`config.mk`:
```
export PLATFORM = sky130hd
export DESIGN_NAME = dts_front
export DESIGN_NICKNAME = d
export VERILOG_FILES = /design/src/hw/rtl/assert_macros.svh /design/src/hw/rtl/dts_pkg.sv /design/src/hw/rtl/dts_front.sv
export SDC_FILE = /design/constraint.sdc
export NUM_CORES = 1
export LEC_CHECK = 0
export BUFFER_PORTS_ARGS = -buffer_cell sky130_fd_sc_hd__clkbuf_2
export CORE_UTILIZATION = 40
export CTS_CLUSTER_DIAMETER = 120
export DETAILED_ROUTE_END_ITERATION = 8
export PLACE_DENSITY = 0.63
export SLEW_MARGIN = 20
export SYNTH_ARGS = -nofsm -noshare
export SYNTH_HDL_FRONTEND = slang
export SYNTH_SLANG_ARGS = --single-unit
```
`constraint.sdc`:
```
create_clock -name clk -period 6.9 [get_ports clk]
set_input_delay 1.035 -clock clk [delete_from_list [all_inputs] [get_ports clk]]
set_output_delay 1.035 -clock clk [all_outputs]
set_load 0.005 [all_outputs]
```
`src/hw/rtl/assert_macros.svh`:
```
// ----------------------------------------------------------------------------
// assert_macros.svh
// shared concurrent assertion macros, sampled on clk, quiet while rst_n is low
// ----------------------------------------------------------------------------
`ifndef ASSERT_MACROS_SVH
`define ASSERT_MACROS_SVH

// same-cycle implication
`define AST_IMP(lbl, ante, cons) \
    lbl: assert property (@(posedge clk) disable iff (!rst_n) (ante) |-> (cons)) \
        else $error("same-cycle check failed");

// next-cycle implication
`define AST_NXT(lbl, ante, cons) \
    lbl: assert property (@(posedge clk) disable iff (!rst_n) (ante) |=> (cons)) \
        else $error("next-cycle check failed");

`endif

```
`src/hw/rtl/dts_pkg.sv`:
```
// ----------------------------------------------------------------------------
// dts_pkg
// types, register codes and constants of the delay trend slope estimator
// ----------------------------------------------------------------------------
package dts_pkg;

    // window depth default
    localparam int MAX_WINDOW_DEF = 64;

    // configuration port
    localparam int CFG_IDX_W  = 2;
    localparam int CFG_DATA_W = 16;

    localparam logic [CFG_IDX_W-1:0] REG_SMOOTHING_COEF = 2'd0;
    localparam logic [CFG_IDX_W-1:0] REG_THRESHOLD_GAIN = 2'd1;
    localparam logic [CFG_IDX_W-1:0] REG_WINDOW_LENGTH  = 2'd2;
    localparam logic [CFG_IDX_W-1:0] REG_COUNT_LIMIT    = 2'd3;

    localparam logic [15:0] RST_SMOOTHING_COEF = 16'd58982;
    localparam logic [15:0] RST_THRESHOLD_GAIN = 16'd1024;
    localparam logic [6:0]  RST_WINDOW_LENGTH  = 7'd20;
    localparam logic [15:0] RST_COUNT_LIMIT    = 16'd1000;

    // slope saturation bounds
    localparam logic [31:0] SLOPE_MAX = 32'h7FFF_FFFF;
    localparam logic [31:0] SLOPE_MIN = 32'h8000_0000;

    // queue between front and back
    localparam int QDEPTH = 2;
    localparam int QAW    = (QDEPTH > 1) ? $clog2(QDEPTH) : 1;
    localparam int QLW    = $clog2(QDEPTH + 1);

    typedef struct packed {
        logic [15:0] smoothing_coef;
        logic [15:0] threshold_gain;
        logic [6:0]  window_length;
        logic [15:0] count_limit;
        logic        win_wr;
    } cfg_t;

    typedef struct packed {
        logic [32:0] diff;
        logic [47:0] x_off;
        logic [15:0] count;
    } q_entry_t;

    typedef struct packed {
        logic        start;
        logic [63:0] a;
        logic [63:0] b;
    } mul_req_t;

    typedef struct packed {
        logic         done;
        logic [127:0] p;
    } mul_rsp_t;

endpackage

```
`src/hw/rtl/dts_front.sv`:
```
// ----------------------------------------------------------------------------
// dts_front
// accepts items, latches the first arrival, forms the delay difference,
// the arrival offset and the capped delta count, and queues them
// ----------------------------------------------------------------------------
module dts_front
    import dts_pkg::*;
(
    input  logic        clk,
    input  logic        rst_n,
    input  logic        in_valid,
    output logic        in_ready,
    input  logic [31:0] recv_spacing,
    input  logic [31:0] send_spacing,
    input  logic [47:0] arrival_time,
    input  logic [15:0] count_limit,
    input  logic        q_full,
    output logic        q_push,
    output q_entry_t    q_data
);

    logic        first_seen_reg;
    logic [47:0] first_arr_reg;
    logic [15:0] cnt_reg;

    logic [47:0] base;
    logic [16:0] cnt_inc;
    logic [15:0] cnt_next;

    // item classification
    always_comb
    begin
        base     = first_seen_reg ? first_arr_reg : arrival_time;
        cnt_inc  = {1'b0, cnt_reg} + 17'd1;
        cnt_next = (cnt_inc > {1'b0, count_limit}) ? count_limit : cnt_inc[15:0];
        q_data.diff  = {recv_spacing[31], recv_spacing} - {send_spacing[31], send_spacing};
        q_data.x_off = arrival_time - base;
        q_data.count = cnt_next;
    end

    assign in_ready = !q_full;
    assign q_push   = in_valid && !q_full;

    // first arrival and delta counter
    always_ff @(posedge clk or negedge rst_n)
    begin
        if (!rst_n)
        begin
            first_seen_reg <= 1'b0;
            first_arr_reg  <= '0;
            cnt_reg        <= '0;
        end
        else if (q_push)
        begin
            first_seen_reg <= 1'b1;
            first_arr_reg  <= base;
            cnt_reg        <= cnt_next;
        end
    end

endmodule

```
==> load_flow_metrics.sql <==
INSERT INTO impl_metrics (metric_group, metric, value, unit) VALUES
('synthesis', 'post_synth_mux_area_share', '14.2', '%'),
('worst_setup_path', 'worstSetupPathType', 'reg -> out', ''),
('floorplanning', 'initial_core_util', '41.0', '%'),
('layout', 'layout-drive-gt1-share', '27.5', '%'),
('worst_setup_path', 'crit_arrival', '4.40', 'ns'),
('flow_run', 'cap_viol_max_count', '0', ''),
('detailed_routing', 'final_antenna_net_count', '0', ''),
('timing', 'final.hold.worst_slack', '0.502', 'ns'),
('worst_setup_path', 'cp_required', '5.86', 'ns'),
('clocking', 'cts_buffers', '9', ''),
('synthesis', 'synth_area', '8010', 'um2'),
('detailed_routing', 'viasPerCell', '5.28', ''),
('global_routing', 'wire_length_of_the_first_global_routing_pass', '34000', 'um'),
('timing', 'slew-limit-headroom', '39.0', '%'),
('power', 'static-leakage-power', '5.34', 'nW'),
('detailed_routing', 'post_drt_wl_per_cell', '14.8', 'um'),
('detailed_routing', 'route.vias.total', '7623', ''),
('timing', 'finalSetupViolCount', '0', ''),
('timing', 'timing.final.crit_period', '5.44', 'ns'),
('synthesis', 'postSynthRegisterBits', '65', ''),
('synthesis', 'yosysWarnings', '0', ''),
('detailed_routing', 'length_of_the_first_detailed_routing_pass_in_iterations', '5', ''),
('global_routing', 'first_global_vias', '7232', ''),
('synthesis', 'synth_adder_area_share', '15.5', '%'),
('timing', 'rsz_0062_raised_after_global_routing', 'no', ''),
('synthesis', 'synth_sequential_area_ratio', '20.3', '%'),
('clocking', 'hold_buffers', '0', ''),
('global_routing', 'grt_max_degree', '66', ''),
('synthesis', 'synth_enable_flop_cells', '0', ''),
('clocking', 'cts.reportedPaths.clkPinSlew', '0.05', 'ns'),
('detailed_routing', 'route.detailed.drc', '0', ''),
('timing', 'final.setup_skew', '0.00761', 'ns'),
('synthesis', 'post_synth_main_area_contributors', 'sky130_fd_sc_hd__dfrtp_1 20%, sky130_fd_sc_hd__ha_1 15%, sky130_fd_sc_hd__mux2_2 8.0%, sky130_fd_sc_hd__xnor2_1 6.3%, sky130_fd_sc_hd__mux2i_1 5.7%', ''),
('worst_setup_path', 'critPathCaptureType', 'output port', ''),
('timing', 'final.setup.tns', '0', 'ns'),
('timing', 'finalHoldViolCount', '0', ''),
('clocking', 'worstSkewPairLatency', '0.35', 'ns'),
('floorplanning', 'coreArea', '19500', 'um2'),
('synthesis', 'synth_commonest_cells', '96 x sky130_fd_sc_hd__ha_1, 87 x sky130_fd_sc_hd__inv_1, 82 x sky130_fd_sc_hd__nand2_1', ''),
('layout', 'num_antenna_cells', '0', ''),
('synthesis', 'synth_top_family_by_area', 'compound AO/OA/AOI/OAI gates', ''),
('clocking', 'clock_path_buffers', '2', ''),
('worst_setup_path', 'cp_max_fo', '25', ''),
('synthesis', 'post-synth-top-count-cell', 'sky130_fd_sc_hd__ha_1', ''),
('timing', 'worst_slew_pin_slew', '0.915', 'ns'),
('power', 'ir_worst_vdd', '0.179', 'mV'),
('synthesis', 'synth_cell_types', '67', ''),
('outcome', 'run_status', 'complete, no violations', ''),
('synthesis', 'synth_xor_xnor_area_share', '8.96', '%'),
('clocking', 'cts_htree_levels', '3', ''),
('floorplanning', 'fp.dieW', '144', 'um'),
('clocking', 'cts_tree', 'done', ''),
('placed_design', 'io_buffers', '230', ''),
('placed_design', 'post-dp-hpwl', '17000', 'um'),
('floorplanning', 'fp.dieH', '144', 'um'),
('placed_design', 'detailedPlace.worstSlack', '1.62', 'ns'),
('clocking', 'total_of_cells_resized_after_clock_tree_synthesis', '0', ''),
('detailed_routing', 'detail_route.iter0.violations', '254', ''),
('floorplanning', 'die_area', '20600', 'um2'),
('clocking', 'cts_num_sinks', '65', ''),
('power', 'power_density', '263', 'nW/um2'),
('layout', 'largest_register_ff_count', '48', ''),
('timing', 'report.final.slew_viol_count', '0', ''),
('synthesis', 'mappedNetlistNets', '1195', ''),
('hold_path', 'worstHoldPathType', 'reg -> reg', ''),
('global_routing', 'grt_remaining_overflow', '0', ''),
('synthesis', 'netlist.area_leader.share', '20.3', '%'),
('synthesis', 'async_reset_ff_share', '100', '%'),
('floorplanning', 'io-pin-count', '231', ''),
('global_routing', 'antenna_violations_before_repair', '1', ''),
('timing', 'layout_setup_ws', '1.46', 'ns');
[worst paths after layout]
path | start | endpoint | cells after the start
setup / recovery | first_seen_reg$_DFFE_PN0P_ | q_data[61] | 15
hold / removal | first_arr_reg[32]$_DFFE_PN0P_ | first_arr_reg[32]$_DFFE_PN0P_ | 1
setup reg to reg | cnt_reg[0]$_DFFE_PN0P_ | cnt_reg[15]$_DFFE_PN0P_ | 19
hold reg to reg | first_arr_reg[32]$_DFFE_PN0P_ | first_arr_reg[32]$_DFFE_PN0P_ | 1
max in group asynchronous | rst_n | first_seen_reg$_DFFE_PN0P_ | 2
min in group asynchronous | rst_n | first_arr_reg[39]$_DFFE_PN0P_ | 2
[critical path: stages, from the launching register on]
cell                       delay [ns]
sky130_fd_sc_hd__dfrtp_2         0.59
sky130_fd_sc_hd__buf_4           0.47
sky130_fd_sc_hd__nand2_1         0.11
sky130_fd_sc_hd__o21a_1          0.14
sky130_fd_sc_hd__ha_1            0.26
sky130_fd_sc_hd__nor2b_1         0.14
sky130_fd_sc_hd__o31a_1          0.28
sky130_fd_sc_hd__a21oi_1         0.17
sky130_fd_sc_hd__o211ai_2        0.16
sky130_fd_sc_hd__a31oi_2         0.38
sky130_fd_sc_hd__o21ai_1         0.27
sky130_fd_sc_hd__a21oi_4         0.25
sky130_fd_sc_hd__o21ai_1         0.17
sky130_fd_sc_hd__or4_1           0.43
sky130_fd_sc_hd__nand3_1         0.10
sky130_fd_sc_hd__clkbuf_2        0.11
[cells in the final DEF, fill, tap and decap left out, types with 19 or more instances in the layout]
cell type | Yosys | routed
sky130_fd_sc_hd__a21oi_1 | 68 | 68
sky130_fd_sc_hd__nor2_1 | 55 | 54
sky130_fd_sc_hd__dfrtp_1 | 65 | 64
sky130_fd_sc_hd__mux2_2 | 57 | 57
sky130_fd_sc_hd__o21ai_0 | 40 | 40
sky130_fd_sc_hd__ha_1 | 96 | 96
sky130_fd_sc_hd__xnor2_1 | 58 | 58
sky130_fd_sc_hd__clkbuf_2 | 0 | 229
sky130_fd_sc_hd__mux2i_1 | 46 | 46
sky130_fd_sc_hd__nand3_1 | 26 | 26
sky130_fd_sc_hd__nand4_1 | 19 | 19
sky130_fd_sc_hd__inv_1 | 87 | 87
sky130_fd_sc_hd__a21o_1 | 54 | 54
sky130_fd_sc_hd__xor2_1 | 24 | 24
sky130_fd_sc_hd__nand2_1 | 82 | 82
[logic make-up (layout without fill, tap and decap cells)]
group,Yosys count,count (layout)
fa+ha+maj,98,98
buf+inv,123,338
xor+xnor,82,82
compound gates,262,262
mux,106,106
flops,65,65
simple gates,229,229
[power by group]
| group | switching [mW] | internal [mW] | total [mW] | leakage [nW] |
|---|---|---|---|---|
| sequential | 0.0840 | 0.474 | 0.558 | 0.807 |
| combinational | 0.802 | 0.713 | 1.52 | 4.38 |
| clock | 0.177 | 0.299 | 0.476 | 0.150 |
| total | 1.06 | 1.49 | 2.55 | 5.34 |
[metal layers]
layer / track usage (%) / share of wire (%) / wire, um / vias to the layer above
li1: - / - / - / 3869
met1: 25.8 / 46 / 9790 / 3519
met2: 36.4 / 47 / 9990 / 204
met3: 3.00 / 5.5 / 1170 / 29
met4: 7.17 / 1.7 / 371 / 2
met5: 0 / 0.061 / 13 / -
[metrics by stage]
step                      cell area [um2]  total power, mW  instances
after floorplan                      8010             1.56        965
after global placement               9390             2.07       1429
after detailed placement             9390             2.08       1429
after CTS                            9690             2.57       1445
after global routing                 9690             2.78       1445
final                                9690             2.55       1445
[final cells by class]
| type | instances | area (um2) |
|---|---|---|
| tap | 265 | 332 |
| multi-input combinational | 777 | 5920 |
| sequential | 65 | 1630 |
| fill | 1952 | 9830 |
| clock inverter | 3 | 40.0 |
| inverter | 87 | 327 |
| clock buffer | 13 | 260 |
| timing repair buffer | 235 | 1190 |
Note: power is estimated with default switching activity, not from simulation.
