**src/hw/rtl/assert_macros.svh**
```systemverilog
// ----------------------------------------------------------------------------
// assert_macros.svh
// shared concurrent assertion macros, sampled on clk, quiet while rst_n is low
// ----------------------------------------------------------------------------
`ifndef ASSERT_MACROS_SVH
`define ASSERT_MACROS_SVH

// same-cycle implication
`define AST_IMP(lbl, ante, cons) \
    lbl: assert property (@(posedge clk) disable iff (!rst_n) (ante) |-> (cons)) \
        else $error("same-cycle check failed");

// next-cycle implication
`define AST_NXT(lbl, ante, cons) \
    lbl: assert property (@(posedge clk) disable iff (!rst_n) (ante) |=> (cons)) \
        else $error("next-cycle check failed");

`endif

```
**src/hw/rtl/dts_pkg.sv**
```systemverilog
// ----------------------------------------------------------------------------
// dts_pkg
// types, register codes and constants of the delay trend slope estimator
// ----------------------------------------------------------------------------
package dts_pkg;

    // window depth default
    localparam int MAX_WINDOW_DEF = 64;

    // configuration port
    localparam int CFG_IDX_W  = 2;
    localparam int CFG_DATA_W = 16;

    localparam logic [CFG_IDX_W-1:0] REG_SMOOTHING_COEF = 2'd0;
    localparam logic [CFG_IDX_W-1:0] REG_THRESHOLD_GAIN = 2'd1;
    localparam logic [CFG_IDX_W-1:0] REG_WINDOW_LENGTH  = 2'd2;
    localparam logic [CFG_IDX_W-1:0] REG_COUNT_LIMIT    = 2'd3;

    localparam logic [15:0] RST_SMOOTHING_COEF = 16'd58982;
    localparam logic [15:0] RST_THRESHOLD_GAIN = 16'd1024;
    localparam logic [6:0]  RST_WINDOW_LENGTH  = 7'd20;
    localparam logic [15:0] RST_COUNT_LIMIT    = 16'd1000;

    // slope saturation bounds
    localparam logic [31:0] SLOPE_MAX = 32'h7FFF_FFFF;
    localparam logic [31:0] SLOPE_MIN = 32'h8000_0000;

    // queue between front and back
    localparam int QDEPTH = 2;
    localparam int QAW    = (QDEPTH > 1) ? $clog2(QDEPTH) : 1;
    localparam int QLW    = $clog2(QDEPTH + 1);

    typedef struct packed {
        logic [15:0] smoothing_coef;
        logic [15:0] threshold_gain;
        logic [6:0]  window_length;
        logic [15:0] count_limit;
        logic        win_wr;
    } cfg_t;

    typedef struct packed {
        logic [32:0] diff;
        logic [47:0] x_off;
        logic [15:0] count;
    } q_entry_t;

    typedef struct packed {
        logic        start;
        logic [63:0] a;
        logic [63:0] b;
    } mul_req_t;

    typedef struct packed {
        logic         done;
        logic [127:0] p;
    } mul_rsp_t;

endpackage

```
**src/hw/rtl/dts_queue.sv**
```systemverilog
// ----------------------------------------------------------------------------
// dts_queue
// short queue of classified items between the front and the back
// ----------------------------------------------------------------------------
module dts_queue
    import dts_pkg::*;
(
    input  logic     clk,
    input  logic     rst_n,
    input  logic     push,
    input  q_entry_t push_data,
    input  logic     pop,
    output q_entry_t pop_data,
    output logic     full,
    output logic     empty
);

    q_entry_t           entry_reg [QDEPTH];
    logic [QAW-1:0]     wr_ptr_reg;
    logic [QAW-1:0]     rd_ptr_reg;
    logic [QLW-1:0]     level_reg;

    assign full     = (level_reg == QLW'(QDEPTH));
    assign empty    = (level_reg == '0);
    assign pop_data = entry_reg[rd_ptr_reg];

    // entry storage
    always_ff @(posedge clk)
    begin
        if (push)
        begin
            entry_reg[wr_ptr_reg] <= push_data;
        end
    end

    // pointers and level
    always_ff @(posedge clk or negedge rst_n)
    begin
        if (!rst_n)
        begin
            wr_ptr_reg <= '0;
            rd_ptr_reg <= '0;
            level_reg  <= '0;
        end
        else
        begin
            if (push)
            begin
                wr_ptr_reg <= (wr_ptr_reg == QAW'(QDEPTH - 1)) ? '0 : wr_ptr_reg + 1'b1;
            end
            if (pop)
            begin
                rd_ptr_reg <= (rd_ptr_reg == QAW'(QDEPTH - 1)) ? '0 : rd_ptr_reg + 1'b1;
            end
            if (push && !pop)
            begin
                level_reg <= level_reg + 1'b1;
            end
            else if (pop && !push)
            begin
                level_reg <= level_reg - 1'b1;
            end
        end
    end

endmodule

```
**config.mk**
```make
export PLATFORM = sky130hd
export DESIGN_NAME = dts_queue
export DESIGN_NICKNAME = d
export VERILOG_FILES = /design/src/hw/rtl/assert_macros.svh /design/src/hw/rtl/dts_pkg.sv /design/src/hw/rtl/dts_queue.sv
export SDC_FILE = /design/constraint.sdc
export NUM_CORES = 1
export LEC_CHECK = 0
export ABC_AREA = 1
export BUFFER_PORTS_ARGS = -buffer_cell sky130_fd_sc_hd__clkbuf_2
export CAP_MARGIN = 10
export CORE_ASPECT_RATIO = 1.25
export CORE_MARGIN = 2
export CORE_UTILIZATION = 47
export DETAILED_ROUTE_END_ITERATION = 8
export GPL_TIMING_DRIVEN = 0
export PLACE_DENSITY = 0.76
export RECOVER_POWER = 25
export SETUP_SLACK_MARGIN = 0.3
export SYNTH_ARGS = -nofsm -noshare
export SYNTH_HDL_FRONTEND = slang
export SYNTH_SLANG_ARGS = --single-unit
export TNS_END_PERCENT = 100
```
**constraint.sdc**
```tcl
create_clock -name clk -period 4.7 [get_ports clk]
set_input_delay 0.235 -clock clk [delete_from_list [all_inputs] [get_ports clk]]
set_output_delay 0.235 -clock clk [all_outputs]
set_load 0.005 [all_outputs]
```
==> results of run 1 <==
logic make-up (layout without fill, tap and decap cells):
| family | after synthesis | in the layout | synth area share, % |
|---|---|---|---|
| simple gates | 10 | 10 | 0.567 |
| mux | 97 | 97 | 16.0 |
| buf+inv | 18 | 349 | 1.46 |
| flops | 198 | 198 | 81.4 |
| fa+ha+maj | 1 | 1 | 0.172 |
| xor+xnor | 3 | 3 | 0.361 |
| other cells | 0 | 1 | 0 |
layout by cell type (no fill, tap or decap), drive strengths merged:
cell,instances
clkbuf,217
edfxtp,194
mux2,97
dlygate4sd3,96
buf,16
inv,9
clkinv,7
nand2,5
bufinv,4
dfrtp,4
nor2,3
xor2,2
diode,1
xnor2,1
nand3,1
nand4,1
ha,1
power breakdown:
group	switching [mW]	total [mW]	internal (mW)
sequential	0.0833	2.42	2.34
combinational	0.752	1.59	0.836
clock	0.607	1.50	0.890
per-layer routing:
metal / share of wire, % / GRT usage, % / wire length (µm) / up-vias
li1: - / - / - / 1925
met1: 38 / 19.0 / 5350 / 1968
met2: 55 / 32.2 / 7720 / 144
met3: 5.4 / 5.22 / 757 / 28
met4: 2.2 / 7.67 / 312 / 0
met5: 0 / 0 / 0 / -
path summary, 6_finish.rpt:
check                                    startpoint                          to  slack [ns]  cells after the start
max in group asynchronous                     rst_n    level_reg[0]$_DFFE_PN0P_        4.30                      2
setup reg to reg             wr_ptr_reg$_DFFE_PN0P_  entry_reg[0][17]$_DFFE_PP_        2.83                      3
hold / removal                                 push      wr_ptr_reg$_DFFE_PN0P_        0.04                      2
min in group asynchronous                     rst_n    level_reg[1]$_DFFE_PN0P_        0.19                      2
setup / recovery             rd_ptr_reg$_DFFE_PN0P_                 pop_data[7]        2.76                      4
hold reg to reg            level_reg[0]$_DFFE_PN0P_    level_reg[0]$_DFFE_PN0P_        0.54                      1
worst max-delay path: cells and delay by family (launching register included):
kind,cells,cell delay [ns]
buf+inv,3,0.56
flops,1,0.34
mux,1,0.39
through the flow:
step	hold slack (ns)	cell area (µm²)	setup slack, ns	instances
floorplan	-0.0606	7280	1.32	327
global placement	0.0451	8540	0.0638	734
detailed placement	0.0563	8640	2.78	738
CTS	0.00103	10200	2.73	866
global route	0.0336	10200	2.66	867
finish	0.0410	10200	2.76	867
layout make-up:
class | instances | area share, %
clock buffer | 19 | 4.26
multi-input combinational | 111 | 12.3
tap | 208 | 2.56
sequential | 198 | 58.3
buffer | 11 | 0.787
clock inverter | 13 | 1.76
timing repair buffer | 299 | 19.7
inverter | 7 | 0.283
antenna | 1 | 0.0246
==> results.yml, run 1 <==
global_routing:
  antenna_found_initial: 1
  grt_pass1_wl_mm: 21.8
  globalRouteOverflowTotal: 0
  grt_max_degree: 51
  grt_pass1_vias: 4518
  grtUsageTotal_pct: 17.8
layout:
  ff_latch_area_mm2: 0.00593
  utilization_pct: 67.5
  syn2layout_area_growth_pct: 39.7
  num-fill-cells: 1012
  largest_register_ffs: 194
  multi_input_area_mm2: 0.00125
  fin_nets: 747
  drive_above_1_share_pct: 46.7
route:
  drt_pre_antenna_iters: 4
  drc: 0
  wirelength_mm: 14.1
  num_vias: 4065
  route.detailed.wl_per_inst_um: 16.3
  ant_nets: 0
  drt_iter0_drc: 199
  vias_per_cell: 4.69
run:
  max_cap_violations: 0
clocking:
  cts_max_path_buffers: 2
  clkTransAtPathRegs_ns: 0.06
  cts_tree: "yes"
  cts-hold-fix-buffers: 96
  cts_made_buffers: 17
  h-tree-depth: 4
  cts-root-buf: "clkbuf_16"
  cts_setup_buffers: 0
  clock-sinks: 198
  clkLatencyLatePin_ns: 0.43
  cts_resized: 0
hold_path:
  hold_class: "input pin to flop"
timing:
  fin_crit_ns: 1.94
  fin_skew_ns: 0.00472
  slew_headroom_pct: 47.0
  finalSetupViolations: 0
  tightest_slew_ns: 0.794
  rsz0062_at_grt: "no"
  fmax_mhz: 516
  hold_viol: 0
  report.final.slew_viol_count: 0
  finalCritPeriodShare_pct: 41.2
  tns_ns: 0
critical_path:
  max_stage_delay_ns: 0.39
  end_kind: "output port"
  crit_arrival_ns: 1.70
  crit_chain: "buf_6 > buf_2 > mux2_2 > clkbuf_2"
  required_ns: 4.47
  startpoint_type: "flop"
  crit_fanout: 10
  worstSetupPathType: "flop to output port"
  slowest_stage: "mux2_2"
power_and_ir_drop:
  power_mw: 5.51
  power_density_mw_per_mm2: 542
  p_leak_nw: 3.93
  peakVddDrop_mv: 0.324
status:
  status: "completed"
floorplan:
  io_pins: 200
  fp.dieH_um: 143
  die_x_um: 115
  initial_core_util_pct: 48.3
  dieArea_mm2: 0.0165
  rows: 50
  floorplan.core_area_mm2: 0.0151
synthesis:
  synth_warnings: 0
  avgSynthCellArea_um2: 22.3
  synth_ff_type: "edfxtp_1"
  synth_nets: 429
  yosysTopAreaCell: "edfxtp_1"
  synthDominantCellAreaShare_pct: 80.0
  syn_area_mm2: 0.00728
  synthTopCellsByArea: "edfxtp_1, mux2_2, mux2_4"
  syn_inst: 327
  yosys-top-cells-count: "edfxtp_1, mux2_2, mux2_4"
  synth_edf_count: 194
  synth-seq-cells: 198
  yosysMostFrequentCell: "edfxtp_1"
  async_flop_share_pct: 2.02
  seq_area_frac_synth_pct: 81.4
  ys_types: 14
place:
  hpwl_mm: 9.16
  gp_congestion: 0.672
  io_buffer_count: 199
Power figures use the tool's default switching activity.
==> run 2, diff against run 1 <==
CORE_UTILIZATION = 52   (was 47)
PLACE_DENSITY = 0.79   (was 0.76)
clock period = 1.87 ns   (was 4.7 ns; I/O delays follow)
==> run 2 against run 1 <==
Net effect: critical path depth is 1 higher; final cell count is 2.8% lower; wire length is 2.0% higher; count of clock-buffer cells in the layout stayed put; die area is 9.3% lower; highest routed layer unchanged; non-clock buffer count is 9 higher; sequential cell count stayed put; critical path type unchanged; sequential share of layout area is 0.75 points lower; clock power is 140% higher; global-route usage is 1.6 points higher.
==> results.yml, run 2 (synthesized netlist as in run 1, its figures left out) <==
layout:
  fin_nets: 757
  syn2layout_area_growth_pct: 41.6
  largest_register_ffs: 194
  final_common_cell: "edfxtp_1"
  layout_common_cells: "edfxtp_1, clkbuf_2, dlygate4sd3_1, mux2_2, clkbuf_1"
  finish.instance_area_mm2: 0.0103
  drive_above_1_share_pct: 47.1
  finalNonFillerCells: 843
  num-fill-cells: 813
status:
  status: "completed"
place:
  place_inst: 706
  postPlaceCellArea_mm2: 0.00862
  place_ws_ns: 0.112
  hpwl_mm: 8.69
  gp_congestion: 0.688
  io_buffer_count: 199
route:
  ant_nets: 0
  drt_iter0_drc: 120
  route.detailed.wl_per_inst_um: 17.1
  drt-met1-wl_mm: 5.26
  wl_met3_um: 914
  wirelength_mm: 14.4
  met2_length_mm: 8.09
  highest_layer: "met4"
  drc: 0
  vias_per_cell: 4.88
  num_vias: 4117
  drt_pre_antenna_iters: 6
clocking:
  cts_max_path_buffers: 2
  cts_made_buffers: 17
  clock-sinks: 198
  h-tree-depth: 4
  clkTransAtPathRegs_ns: 0.07
  cts_tree: "yes"
  clkLatencyLatePin_ns: 0.42
  cts-root-buf: "clkbuf_16"
critical_path:
  required_ns: 1.78
  crit_fanout: 10
  max_stage_delay_ns: 0.37
  crit_chain: "buf_6 > buf_12 > buf_12 > mux2_4 > clkbuf_2"
  crit_arrival_ns: 1.64
  slowest_stage: "dfrtp_1"
  startpoint_type: "flop"
  cp_top_family: "buffers and inverters"
  crit_buf_inv: 4
  crit_path_frequent_cell: "buf_12"
  end_kind: "output port"
  worstSetupPathType: "flop to output port"
global_routing:
  globalRouteOverflowTotal: 0
  grt_pass1_vias: 4457
  grt_max_degree: 43
  antenna_found_initial: 1
  grtUsageTotal_pct: 19.4
  grt_pass1_wl_mm: 21.4
timing:
  fin_skew_ns: 0.0131
  tightest_slew_ns: 0.510
  fmax_mhz: 577
  tns_ns: 0
  fin_ws_ns: 0.137
  slew_headroom_pct: 65.8
  finalSetupViolations: 0
  report.final.slew_viol_count: 0
  finalCritPeriodShare_pct: 92.7
  hold_viol: 0
  fin_crit_ns: 1.73
  rsz0062_at_grt: "yes"
floorplan:
  io_pins: 200
  die_x_um: 110
  dieArea_mm2: 0.0150
  rows: 48
  initial_core_util_pct: 52.9
  floorplan.core_area_mm2: 0.0138
  fp.dieH_um: 136
power_and_ir_drop:
  p_leak_nw: 3.99
  power_mw: 14.0
  peakVddDrop_mv: 0.979
  power_density_mw_per_mm2: 1360
run:
  max_cap_violations: 0
hold_path:
  hold_class: "input pin to asynchronous set/reset pin"
run 2: changes by cell type in the layout (fill, tap and decap cells not counted), sizes merged:
cell         change
buf              +7
clkinvlp         +6
clkinv           -5
dlygate4sd3      +4
bufinv           -2
clkbuf           -2
inv              +1
run 2: cell type report:
class	instances	area [µm²]	share of cell area (%)
flip-flops and latches	198	5930	57.5
repair buffers	308	2140	20.8
multi-input cells	111	1280	12.4
clock buffers	19	433	4.20
well taps	175	219	2.12
clock inverters	12	148	1.43
plain buffers	11	124	1.20
inverters	7	30.0	0.291
repair inverters	1	5.00	0.0486
diodes	1	2.50	0.0243
run 2: metal layers:
| metal | up-vias | track usage, % |
|---|---|---|
| li1 | 1944 | - |
| met1 | 2019 | 20.2 |
| met2 | 142 | 35.8 |
| met3 | 12 | 6.66 |
| met4 | 0 | 6.47 |
| met5 | - | 0 |
run 2: stage by stage:
step                util [%]  hold WS [ns]
detailed placement      62.6       -0.0916
floorplan                  -        -0.202
finish                  74.9        0.0644
global route            74.9        0.0507
global placement        61.9       -0.0980
CTS                     75.0       0.00498
run 2: worst reg2reg max path: cells and delay by family (launching register included):
kind,cells,cell delay [ns]
buf+inv,2,0.57
flops,1,0.44
simple gates,1,0.13
run 2: where the power goes:
group	leakage [nW]	switching (mW)	internal, mW	total (mW)
Clock	0.271	1.57	2.00	3.57
Combinational	1.85	1.95	2.40	4.34
Sequential	1.87	0.220	5.88	6.10
run 2: path summary, 6_finish.rpt:
| path | startpoint | end | slack (ns) | cells after the start |
|---|---|---|---|---|
| min in group clk | push_data[11] | entry_reg[0][11]$_DFFE_PP_ | 0.40 | 2 |
| worst max-delay path | rd_ptr_reg$_DFFE_PN0P_ | pop_data[52] | 0.14 | 5 |
| worst min register to register | level_reg[1]$_DFFE_PN0P_ | level_reg[1]$_DFFE_PN0P_ | 0.52 | 2 |
| max in group asynchronous | rst_n | rd_ptr_reg$_DFFE_PN0P_ | 1.60 | 2 |
| worst max register to register | wr_ptr_reg$_DFFE_PN0P_ | entry_reg[1][93]$_DFFE_PP_ | 0.42 | 3 |
| worst min-delay path | rst_n | wr_ptr_reg$_DFFE_PN0P_ | 0.06 | 2 |
run 2: repair_timing:
| item | 4_1_cts | 5_1_grt |
|---|---|---|
| setup buffers | 4 | 0 |
| gates resized for setup | 13 | 9 |
| gates cloned | 1 | 0 |
| endpoints found under the setup margin | 210 | 97 |
| pin swaps | 1 | 0 |
| hold buffers | 100 | 0 |
| endpoints found under the hold margin | 200 | 0 |
