<file path="src/hw/rtl/assert_macros.svh">
// ----------------------------------------------------------------------------
// assert_macros.svh
// shared concurrent assertion macros, sampled on clk, quiet while rst_n is low
// ----------------------------------------------------------------------------
`ifndef ASSERT_MACROS_SVH
`define ASSERT_MACROS_SVH

// same-cycle implication
`define AST_IMP(lbl, ante, cons) \
    lbl: assert property (@(posedge clk) disable iff (!rst_n) (ante) |-> (cons)) \
        else $error("same-cycle check failed");

// next-cycle implication
`define AST_NXT(lbl, ante, cons) \
    lbl: assert property (@(posedge clk) disable iff (!rst_n) (ante) |=> (cons)) \
        else $error("next-cycle check failed");

`endif

</file>
<file path="src/hw/rtl/dts_pkg.sv">
// ----------------------------------------------------------------------------
// dts_pkg
// types, register codes and constants of the delay trend slope estimator
// ----------------------------------------------------------------------------
package dts_pkg;

    // window depth default
    localparam int MAX_WINDOW_DEF = 64;

    // configuration port
    localparam int CFG_IDX_W  = 2;
    localparam int CFG_DATA_W = 16;

    localparam logic [CFG_IDX_W-1:0] REG_SMOOTHING_COEF = 2'd0;
    localparam logic [CFG_IDX_W-1:0] REG_THRESHOLD_GAIN = 2'd1;
    localparam logic [CFG_IDX_W-1:0] REG_WINDOW_LENGTH  = 2'd2;
    localparam logic [CFG_IDX_W-1:0] REG_COUNT_LIMIT    = 2'd3;

    localparam logic [15:0] RST_SMOOTHING_COEF = 16'd58982;
    localparam logic [15:0] RST_THRESHOLD_GAIN = 16'd1024;
    localparam logic [6:0]  RST_WINDOW_LENGTH  = 7'd20;
    localparam logic [15:0] RST_COUNT_LIMIT    = 16'd1000;

    // slope saturation bounds
    localparam logic [31:0] SLOPE_MAX = 32'h7FFF_FFFF;
    localparam logic [31:0] SLOPE_MIN = 32'h8000_0000;

    // queue between front and back
    localparam int QDEPTH = 2;
    localparam int QAW    = (QDEPTH > 1) ? $clog2(QDEPTH) : 1;
    localparam int QLW    = $clog2(QDEPTH + 1);

    typedef struct packed {
        logic [15:0] smoothing_coef;
        logic [15:0] threshold_gain;
        logic [6:0]  window_length;
        logic [15:0] count_limit;
        logic        win_wr;
    } cfg_t;

    typedef struct packed {
        logic [32:0] diff;
        logic [47:0] x_off;
        logic [15:0] count;
    } q_entry_t;

    typedef struct packed {
        logic        start;
        logic [63:0] a;
        logic [63:0] b;
    } mul_req_t;

    typedef struct packed {
        logic         done;
        logic [127:0] p;
    } mul_rsp_t;

endpackage

</file>
<file path="src/hw/rtl/dts_mul.sv">
// ----------------------------------------------------------------------------
// dts_mul
// shared signed 64 x 64 multiplier, one 32 x 32 partial product a cycle
// ----------------------------------------------------------------------------
module dts_mul
    import dts_pkg::*;
(
    input  logic     clk,
    input  logic     rst_n,
    input  mul_req_t req,
    output mul_rsp_t rsp
);

    logic [63:0]  ma_reg;
    logic [63:0]  mb_reg;
    logic         neg_reg;
    logic [127:0] acc_reg;
    logic [2:0]   step_reg;
    logic         busy_reg;
    logic         done_reg;

    logic [31:0]  a_part;
    logic [31:0]  b_part;
    logic [63:0]  pp;
    logic [127:0] pp_sh;

    // partial product for the current step
    always_comb
    begin
        a_part = step_reg[1] ? ma_reg[63:32] : ma_reg[31:0];
        b_part = step_reg[0] ? mb_reg[63:32] : mb_reg[31:0];
        pp     = a_part * b_part;
        unique case (step_reg[1:0])
            2'd0:    pp_sh = {64'd0, pp};
            2'd3:    pp_sh = {pp, 64'd0};
            default: pp_sh = {32'd0, pp, 32'd0};
        endcase
    end

    assign rsp.done = done_reg;
    assign rsp.p    = acc_reg;

    // magnitudes in, four partial steps, sign fix-up
    always_ff @(posedge clk or negedge rst_n)
    begin
        if (!rst_n)
        begin
            busy_reg <= 1'b0;
            done_reg <= 1'b0;
            step_reg <= '0;
            ma_reg   <= '0;
            mb_reg   <= '0;
            neg_reg  <= 1'b0;
            acc_reg  <= '0;
        end
        else if (req.start)
        begin
            ma_reg   <= req.a[63] ? -req.a : req.a;
            mb_reg   <= req.b[63] ? -req.b : req.b;
            neg_reg  <= req.a[63] ^ req.b[63];
            acc_reg  <= '0;
            step_reg <= '0;
            busy_reg <= 1'b1;
            done_reg <= 1'b0;
        end
        else if (busy_reg)
        begin
            if (step_reg == 3'd4)
            begin
                acc_reg  <= neg_reg ? -acc_reg : acc_reg;
                busy_reg <= 1'b0;
                done_reg <= 1'b1;
            end
            else
            begin
                acc_reg  <= acc_reg + pp_sh;
                step_reg <= step_reg + 3'd1;
            end
        end
        else
        begin
            done_reg <= 1'b0;
        end
    end

endmodule

</file>
<file path="config.mk">
export PLATFORM = sky130hd
export DESIGN_NAME = dts_mul
export DESIGN_NICKNAME = d
export VERILOG_FILES = /design/src/hw/rtl/assert_macros.svh /design/src/hw/rtl/dts_pkg.sv /design/src/hw/rtl/dts_mul.sv
export SDC_FILE = /design/constraint.sdc
export NUM_CORES = 2
export LEC_CHECK = 0
export ABC_AREA = 1
export ABC_CLOCK_PERIOD_IN_PS = 9700
export BUFFER_PORTS_ARGS = -buffer_cell sky130_fd_sc_hd__buf_2
export CORE_ASPECT_RATIO = 1.5
export CORE_MARGIN = 10
export CORE_UTILIZATION = 66
export CTS_CLUSTER_DIAMETER = 60
export DETAILED_ROUTE_END_ITERATION = 16
export GPL_TIMING_DRIVEN = 0
export HOLD_SLACK_MARGIN = 0.06
export PLACE_DENSITY_LB_ADDON = 0.05
export SLEW_MARGIN = 0
export SYNTH_ARGS = -nofsm -noshare
export SYNTH_HDL_FRONTEND = slang
export SYNTH_SLANG_ARGS = --single-unit
</file>
<file path="constraint.sdc">
create_clock -name clk -period 9.7 [get_ports clk]
set_input_delay 0.485 -clock clk [delete_from_list [all_inputs] [get_ports clk]]
set_output_delay 0.485 -clock clk [all_outputs]
set_load 0.05 [all_outputs]
</file>
==> results of run 1 <==
[stage by stage]
stage	area (um2)	util [%]
after floorplan	63500	-
after global placement	66300	69.3
after detailed placement	66600	69.6
after CTS	78300	81.9
[per-layer routing]
metal | GRT usage [%] | overflow
met5 | 41.1 | 22
met4 | 95.7 | 1118
met3 | 71.3 | 124
met2 | 110 | 3466
met1 | 80.9 | 111
[cell families after synthesis]
kind of cell	after synthesis	synth area share (%)
flip-flops	262	10.3
adder cells (fa/ha/maj)	1298	36.2
AO/OA/AOI/OAI	1263	10.6
AND/OR/NAND/NOR	4225	27.3
buffers and inverters	2063	12.3
XOR/XNOR	235	3.24
[synthesized netlist by cell type, types with 7 or more instances]
cell type and n:
sky130_fd_sc_hd__o21ai_1 59, sky130_fd_sc_hd__buf_2 10, sky130_fd_sc_hd__a31oi_1 27, sky130_fd_sc_hd__nand3_1 416, sky130_fd_sc_hd__or2_2 54, sky130_fd_sc_hd__o31ai_1 11, sky130_fd_sc_hd__nor3_1 92, sky130_fd_sc_hd__o211ai_1 11
sky130_fd_sc_hd__clkbuf_1 244, sky130_fd_sc_hd__ha_1 401, sky130_fd_sc_hd__nor2_2 8, sky130_fd_sc_hd__a21o_1 19, sky130_fd_sc_hd__o221ai_1 7, sky130_fd_sc_hd__nand3b_1 11, sky130_fd_sc_hd__clkinv_1 30, sky130_fd_sc_hd__o21bai_1 35
sky130_fd_sc_hd__dfrtp_1 262, sky130_fd_sc_hd__nor4_1 41, sky130_fd_sc_hd__xor2_1 178, sky130_fd_sc_hd__o21ai_0 559, sky130_fd_sc_hd__o21a_1 8, sky130_fd_sc_hd__buf_1 21, sky130_fd_sc_hd__nor2_1 1544, sky130_fd_sc_hd__o22ai_1 39
sky130_fd_sc_hd__and3_1 12, sky130_fd_sc_hd__nand2_1 1893, sky130_fd_sc_hd__a21boi_0 13, sky130_fd_sc_hd__nand4_1 119, sky130_fd_sc_hd__fa_1 897, sky130_fd_sc_hd__inv_1 1746, sky130_fd_sc_hd__xnor2_1 57, sky130_fd_sc_hd__a21oi_1 455
[timing repair]
item / 4_1_cts
gates cloned: 4
endpoints found under the hold margin: 58
buffers inserted: 338
gates resized for setup: 1941
hold buffers: 1
pin swaps: 394
setup endpoints to repair: 118
==> run_summary.xml, run 1 <==
<?xml version="1.0" encoding="UTF-8"?>
<metrics>
  <group name="run_status">
    <metric name="flow.stopped_at" unit="">global routing (5_1_grt)</metric>
    <metric name="error_line" unit="">[ERROR GRT-0116] Global routing finished with congestion. Check the congestion regions in the DRC Viewer.</metric>
    <metric name="outcome" unit="">did not finish</metric>
  </group>
  <group name="yosys">
    <metric name="number_of_distinct_library_cell_variants_in_the_gate_level_netlist_after_synthesis" unit="">62</metric>
    <metric name="syn_std_cell_area" unit="um2">63500</metric>
    <metric name="synth.area.top_cells" unit="">sky130_fd_sc_hd__fa_1 (28%), sky130_fd_sc_hd__nand2_1 (11%), sky130_fd_sc_hd__dfrtp_1 (10%)</metric>
    <metric name="async_flop_share" unit="%">100</metric>
    <metric name="synth-edff-count" unit="">0</metric>
    <metric name="synthesis.area_per_instance" unit="um2">6.79</metric>
    <metric name="synth_top_cell_area_share" unit="%">28.3</metric>
    <metric name="synth_nets" unit="">10800</metric>
    <metric name="post_synthesis_sequential_area_ratio" unit="%">10.3</metric>
    <metric name="synthFlopType" unit="">sky130_fd_sc_hd__dfrtp_1</metric>
    <metric name="yosysWarningCount" unit="">0</metric>
    <metric name="cell_type_with_the_highest_aggregate_area_in_the_netlist" unit="">sky130_fd_sc_hd__fa_1</metric>
    <metric name="netlist_instances" unit="">9346</metric>
    <metric name="yosys_register_bits" unit="">262</metric>
  </group>
  <group name="global_routing">
    <metric name="grt_util_all_layers" unit="%">87.9</metric>
    <metric name="first_global_vias" unit="">96200</metric>
    <metric name="grt_start_max_net_pins" unit="">110</metric>
    <metric name="grt_pass1_wl" unit="mm">722</metric>
    <metric name="globalRouteOverflowTotal" unit="">4841</metric>
  </group>
  <group name="place">
    <metric name="gp_congestion" unit="">1.36</metric>
    <metric name="detailed_place_hpwl" unit="mm">271</metric>
    <metric name="dp.cells" unit="">10900</metric>
    <metric name="place_ws" unit="ps">-4310</metric>
    <metric name="io_buffer_count" unit="">256</metric>
  </group>
  <group name="floorplan">
    <metric name="num_rows" unit="">139</metric>
    <metric name="starting_density_of_the_core" unit="%">66.3</metric>
    <metric name="die_width" unit="um">273</metric>
    <metric name="die_height" unit="um">400</metric>
    <metric name="num_io_pins" unit="">260</metric>
  </group>
  <group name="clock_tree">
    <metric name="numCtsBuffers" unit="">30</metric>
    <metric name="cts.sinks" unit="">262</metric>
    <metric name="clockBufferDepth" unit="">3</metric>
    <metric name="cts_max_level" unit="">1</metric>
    <metric name="cts_root_buffer" unit="">sky130_fd_sc_hd__clkbuf_16</metric>
  </group>
</metrics>
==> inputs of run 2 (changes only) <==
--- a/config.mk
+++ b/config.mk
@@ -8,14 +8,11 @@
 export ABC_AREA = 1
 export ABC_CLOCK_PERIOD_IN_PS = 9700
 export BUFFER_PORTS_ARGS = -buffer_cell sky130_fd_sc_hd__buf_2
-export CORE_ASPECT_RATIO = 1.5
 export CORE_MARGIN = 10
-export CORE_UTILIZATION = 66
-export CTS_CLUSTER_DIAMETER = 60
+export CORE_UTILIZATION = 40
 export DETAILED_ROUTE_END_ITERATION = 16
 export GPL_TIMING_DRIVEN = 0
-export HOLD_SLACK_MARGIN = 0.06
-export PLACE_DENSITY_LB_ADDON = 0.05
+export PLACE_DENSITY_LB_ADDON = 0.15
 export SLEW_MARGIN = 0
 export SYNTH_ARGS = -nofsm -noshare
 export SYNTH_HDL_FRONTEND = slang
==> run_summary.xml, run 2 <==
<?xml version="1.0" encoding="UTF-8"?>
<metrics>
  <group name="run_status">
    <metric name="outcome" unit="">complete, but fails checks</metric>
    <metric name="failing_checks" unit="">capacitance limit, slew limit, setup timing</metric>
  </group>
  <group name="clock_tree">
    <metric name="clk_pin_slew_worst_paths" unit="ps">60</metric>
    <metric name="clockBufferDepth" unit="">3</metric>
    <metric name="tritoncts" unit="">yes</metric>
    <metric name="cts.sinks" unit="">262</metric>
    <metric name="clock_latency_of_the_later_clocked_register_in_the_worst_skew_pair" unit="ps">610</metric>
    <metric name="cts_max_level" unit="">2</metric>
    <metric name="cts_root_buffer" unit="">sky130_fd_sc_hd__clkbuf_16</metric>
    <metric name="numCtsBuffers" unit="">37</metric>
  </group>
  <group name="yosys">
    <metric name="synth_top_cells_by_count" unit="">sky130_fd_sc_hd__nand2_1 (1893), sky130_fd_sc_hd__inv_1 (1746), sky130_fd_sc_hd__nor2_1 (1544), sky130_fd_sc_hd__fa_1 (897), sky130_fd_sc_hd__o21ai_0 (559)</metric>
    <metric name="synth.area.top_cells" unit="">sky130_fd_sc_hd__fa_1 (28%), sky130_fd_sc_hd__nand2_1 (11%), sky130_fd_sc_hd__dfrtp_1 (10%)</metric>
    <metric name="cell_type_with_the_highest_aggregate_area_in_the_netlist" unit="">sky130_fd_sc_hd__fa_1</metric>
    <metric name="yosysMostFrequentCell" unit="">sky130_fd_sc_hd__nand2_1</metric>
    <metric name="syn_std_cell_area" unit="um2">63500</metric>
    <metric name="post_synthesis_sequential_area_ratio" unit="%">10.3</metric>
    <metric name="netlist_instances" unit="">9346</metric>
    <metric name="synthFlopType" unit="">sky130_fd_sc_hd__dfrtp_1</metric>
    <metric name="yosys_register_bits" unit="">262</metric>
    <metric name="synthesis.area_per_instance" unit="um2">6.79</metric>
    <metric name="number_of_distinct_library_cell_variants_in_the_gate_level_netlist_after_synthesis" unit="">62</metric>
    <metric name="synth-edff-count" unit="">0</metric>
    <metric name="synth_nets" unit="">10800</metric>
    <metric name="yosysWarningCount" unit="">0</metric>
    <metric name="async_flop_share" unit="%">100</metric>
    <metric name="synth_top_cell_area_share" unit="%">28.3</metric>
  </group>
  <group name="critical_path">
    <metric name="crit_start" unit="">step_reg[1]</metric>
    <metric name="cpMaxStageDelayCell" unit="">sky130_fd_sc_hd__fa_2</metric>
    <metric name="critical-path-max-stage-delay" unit="ps">740</metric>
    <metric name="crit_path_max_fanout" unit="">8</metric>
    <metric name="path_class" unit="">reg -&gt; reg</metric>
    <metric name="cp.arrival" unit="ps">10600</metric>
    <metric name="required_time_of_the_worst_setup_path" unit="ps">10200</metric>
    <metric name="critPathMostFrequentCell" unit="">sky130_fd_sc_hd__fa_1</metric>
    <metric name="setup.reg_to_reg.worst_slack" unit="ps">-410</metric>
    <metric name="reg2reg_from" unit="">step_reg[1]</metric>
    <metric name="critPathCaptureType" unit="">flop</metric>
    <metric name="startpoint_type" unit="">flop</metric>
  </group>
  <group name="global_routing">
    <metric name="first_global_vias" unit="">69400</metric>
    <metric name="grt_util_all_layers" unit="%">41.7</metric>
    <metric name="grt_start_max_net_pins" unit="">117</metric>
    <metric name="number_of_antenna_violations_at_the_first_check_in_global_routing" unit="">19</metric>
    <metric name="grt_pass1_wl" unit="mm">518</metric>
    <metric name="globalRouteOverflowTotal" unit="">0</metric>
  </group>
  <group name="route">
    <metric name="first_iter_violations" unit="">9227</metric>
    <metric name="detail_route.drc_violations" unit="">0</metric>
    <metric name="vias" unit="">72500</metric>
    <metric name="drtPass1Iterations" unit="">6</metric>
    <metric name="wl_per_cell" unit="um">31.0</metric>
    <metric name="wl" unit="mm">380</metric>
    <metric name="avgViaCountPerCell" unit="">5.90</metric>
    <metric name="remaining_antenna_violation_count" unit="">0</metric>
  </group>
  <group name="floorplan">
    <metric name="num_rows" unit="">146</metric>
    <metric name="fp.dieArea" unit="um2">175000</metric>
    <metric name="num_io_pins" unit="">260</metric>
    <metric name="starting_density_of_the_core" unit="%">40.2</metric>
    <metric name="core-area" unit="um2">158000</metric>
    <metric name="die_height" unit="um">418</metric>
    <metric name="die_width" unit="um">418</metric>
  </group>
  <group name="timing">
    <metric name="setup_violation_total_in_the_final_timing_report" unit="">91</metric>
    <metric name="rsz_0062_raised_after_global_routing" unit="">true</metric>
    <metric name="worst_case_setup_margin_in_the_final_layout" unit="ps">-406</metric>
    <metric name="period_share" unit="%">104</metric>
    <metric name="final.min_clock_period" unit="ps">10110</metric>
    <metric name="timing.slew.headroom" unit="%">-17.1</metric>
    <metric name="timing.final.max_slew_violations" unit="">21</metric>
    <metric name="hold_vio_cnt_final" unit="">0</metric>
    <metric name="worst_slew_pin_slew" unit="ps">1760</metric>
    <metric name="fin_skew" unit="ps">29.9</metric>
    <metric name="setup_tns_final" unit="ps">-19640</metric>
    <metric name="timing.fmax" unit="GHz">0.0990</metric>
  </group>
  <group name="place">
    <metric name="detailed_place_hpwl" unit="mm">315</metric>
    <metric name="dp.cells" unit="">11700</metric>
    <metric name="io_buffer_count" unit="">256</metric>
    <metric name="gp_congestion" unit="">1.15</metric>
  </group>
  <group name="finish">
    <metric name="most_frequent_cells_in_the_layout" unit="">sky130_fd_sc_hd__nand2_1 (1625), sky130_fd_sc_hd__inv_1 (1575), sky130_fd_sc_hd__nor2_1 (1243)</metric>
    <metric name="layoutNonFillerInstCount" unit="">12300</metric>
    <metric name="fraction_of_final_layout_cells_with_drive_strength_greater_than_1" unit="%">26.8</metric>
    <metric name="mostFrequentLayoutCell" unit="">sky130_fd_sc_hd__nand2_1</metric>
    <metric name="finish.net_count" unit="">11600</metric>
    <metric name="areaGrowthSynthToFinish" unit="%">34.9</metric>
    <metric name="largest_register_ff_count" unit="">128</metric>
    <metric name="filler_cell_count" unit="">15500</metric>
  </group>
  <group name="worst_hold_path">
    <metric name="worst_hold_path_type" unit="">in -&gt; reg</metric>
    <metric name="hold_path.startpoint" unit="">req[126]</metric>
  </group>
  <group name="flow_run">
    <metric name="cap_violations" unit="">2</metric>
  </group>
</metrics>
-- run 2: cell counts after synthesis --
No cell type changed its count.
-- run 2: routing by layer --
metal  global-route usage [%]  vias up  wire length (um)
li1                         -    30700                 -
met1                     59.7    36400            160000
met2                     56.3     4598            148000
met3                     15.2      808             53000
met4                     16.5       12             19600
met5                        0        -               160
-- run 2: worst paths after layout --
path | depth (start not counted) | to
worst max-delay path | 47 | acc_reg[99]
worst min-delay path | 2 | ma_reg[63]
worst max register to register | 47 | acc_reg[99]
worst min register to register | 2 | mb_reg[46]
max in group asynchronous | 4 | ma_reg[58]
min in group asynchronous | 2 | acc_reg[99]
-- run 2: cells by family after synthesis --
kind of cell	Yosys count	share of synthesized area, %
AO/OA/AOI/OAI	1263	10.6
XOR/XNOR	235	3.24
adder cells (fa/ha/maj)	1298	36.2
buffers and inverters	2063	12.3
flip-flops	262	10.3
AND/OR/NAND/NOR	4225	27.3
-- run 2: layout make-up --
cell class              instances  area (um2)  area share (%)
diodes                         11        27.5          0.0322
plain buffers                 280        3050            3.57
clock buffers                  52        1080            1.26
clock inverters                14         221           0.259
inverters                    1783        6960            8.13
multi-input cells            7021       58500            68.3
flip-flops and latches        262        6560            7.66
well taps                    2072        2590            3.03
repair buffers                795        6650            7.77
-- run 2: critical path: cells and delay by family (launching register included) --
family	cells	cell delay, ps
adder cells (fa/ha/maj)	10	4940
XOR/XNOR	1	230
flip-flops	1	420
buffers and inverters	12	1410
AO/OA/AOI/OAI	4	540
AND/OR/NAND/NOR	20	2380
-- run 2: repair_timing --
action                                  in CTS  in global routing
hold buffers                                 1                  0
endpoints found under the setup margin     118                108
gates resized for setup                   1995               1025
pin swaps                                  450                428
gates cloned                                 7                  3
setup buffers                              346                151
endpoints found under the hold margin       47                  0
-- run 2: through the flow --
step | worst slack, ps | utilization, % | hold slack, ps | area [um2]
2_1_floorplan | 702 | - | 189 | 63500
3_3_place_gp | -5090 | 42.6 | 460 | 67300
3_5_place_dp | -4600 | 43.0 | 414 | 67900
4_1_cts | -244 | 50.9 | 141 | 80400
5_1_grt | -535 | 54.2 | 155 | 85600
6_report | -406 | 54.2 | 169 | 85600
Power of run 2 is left out: the tool's default activity adds up to more than one toggle a clock period on the data nets, which glitch-free logic cannot reach.
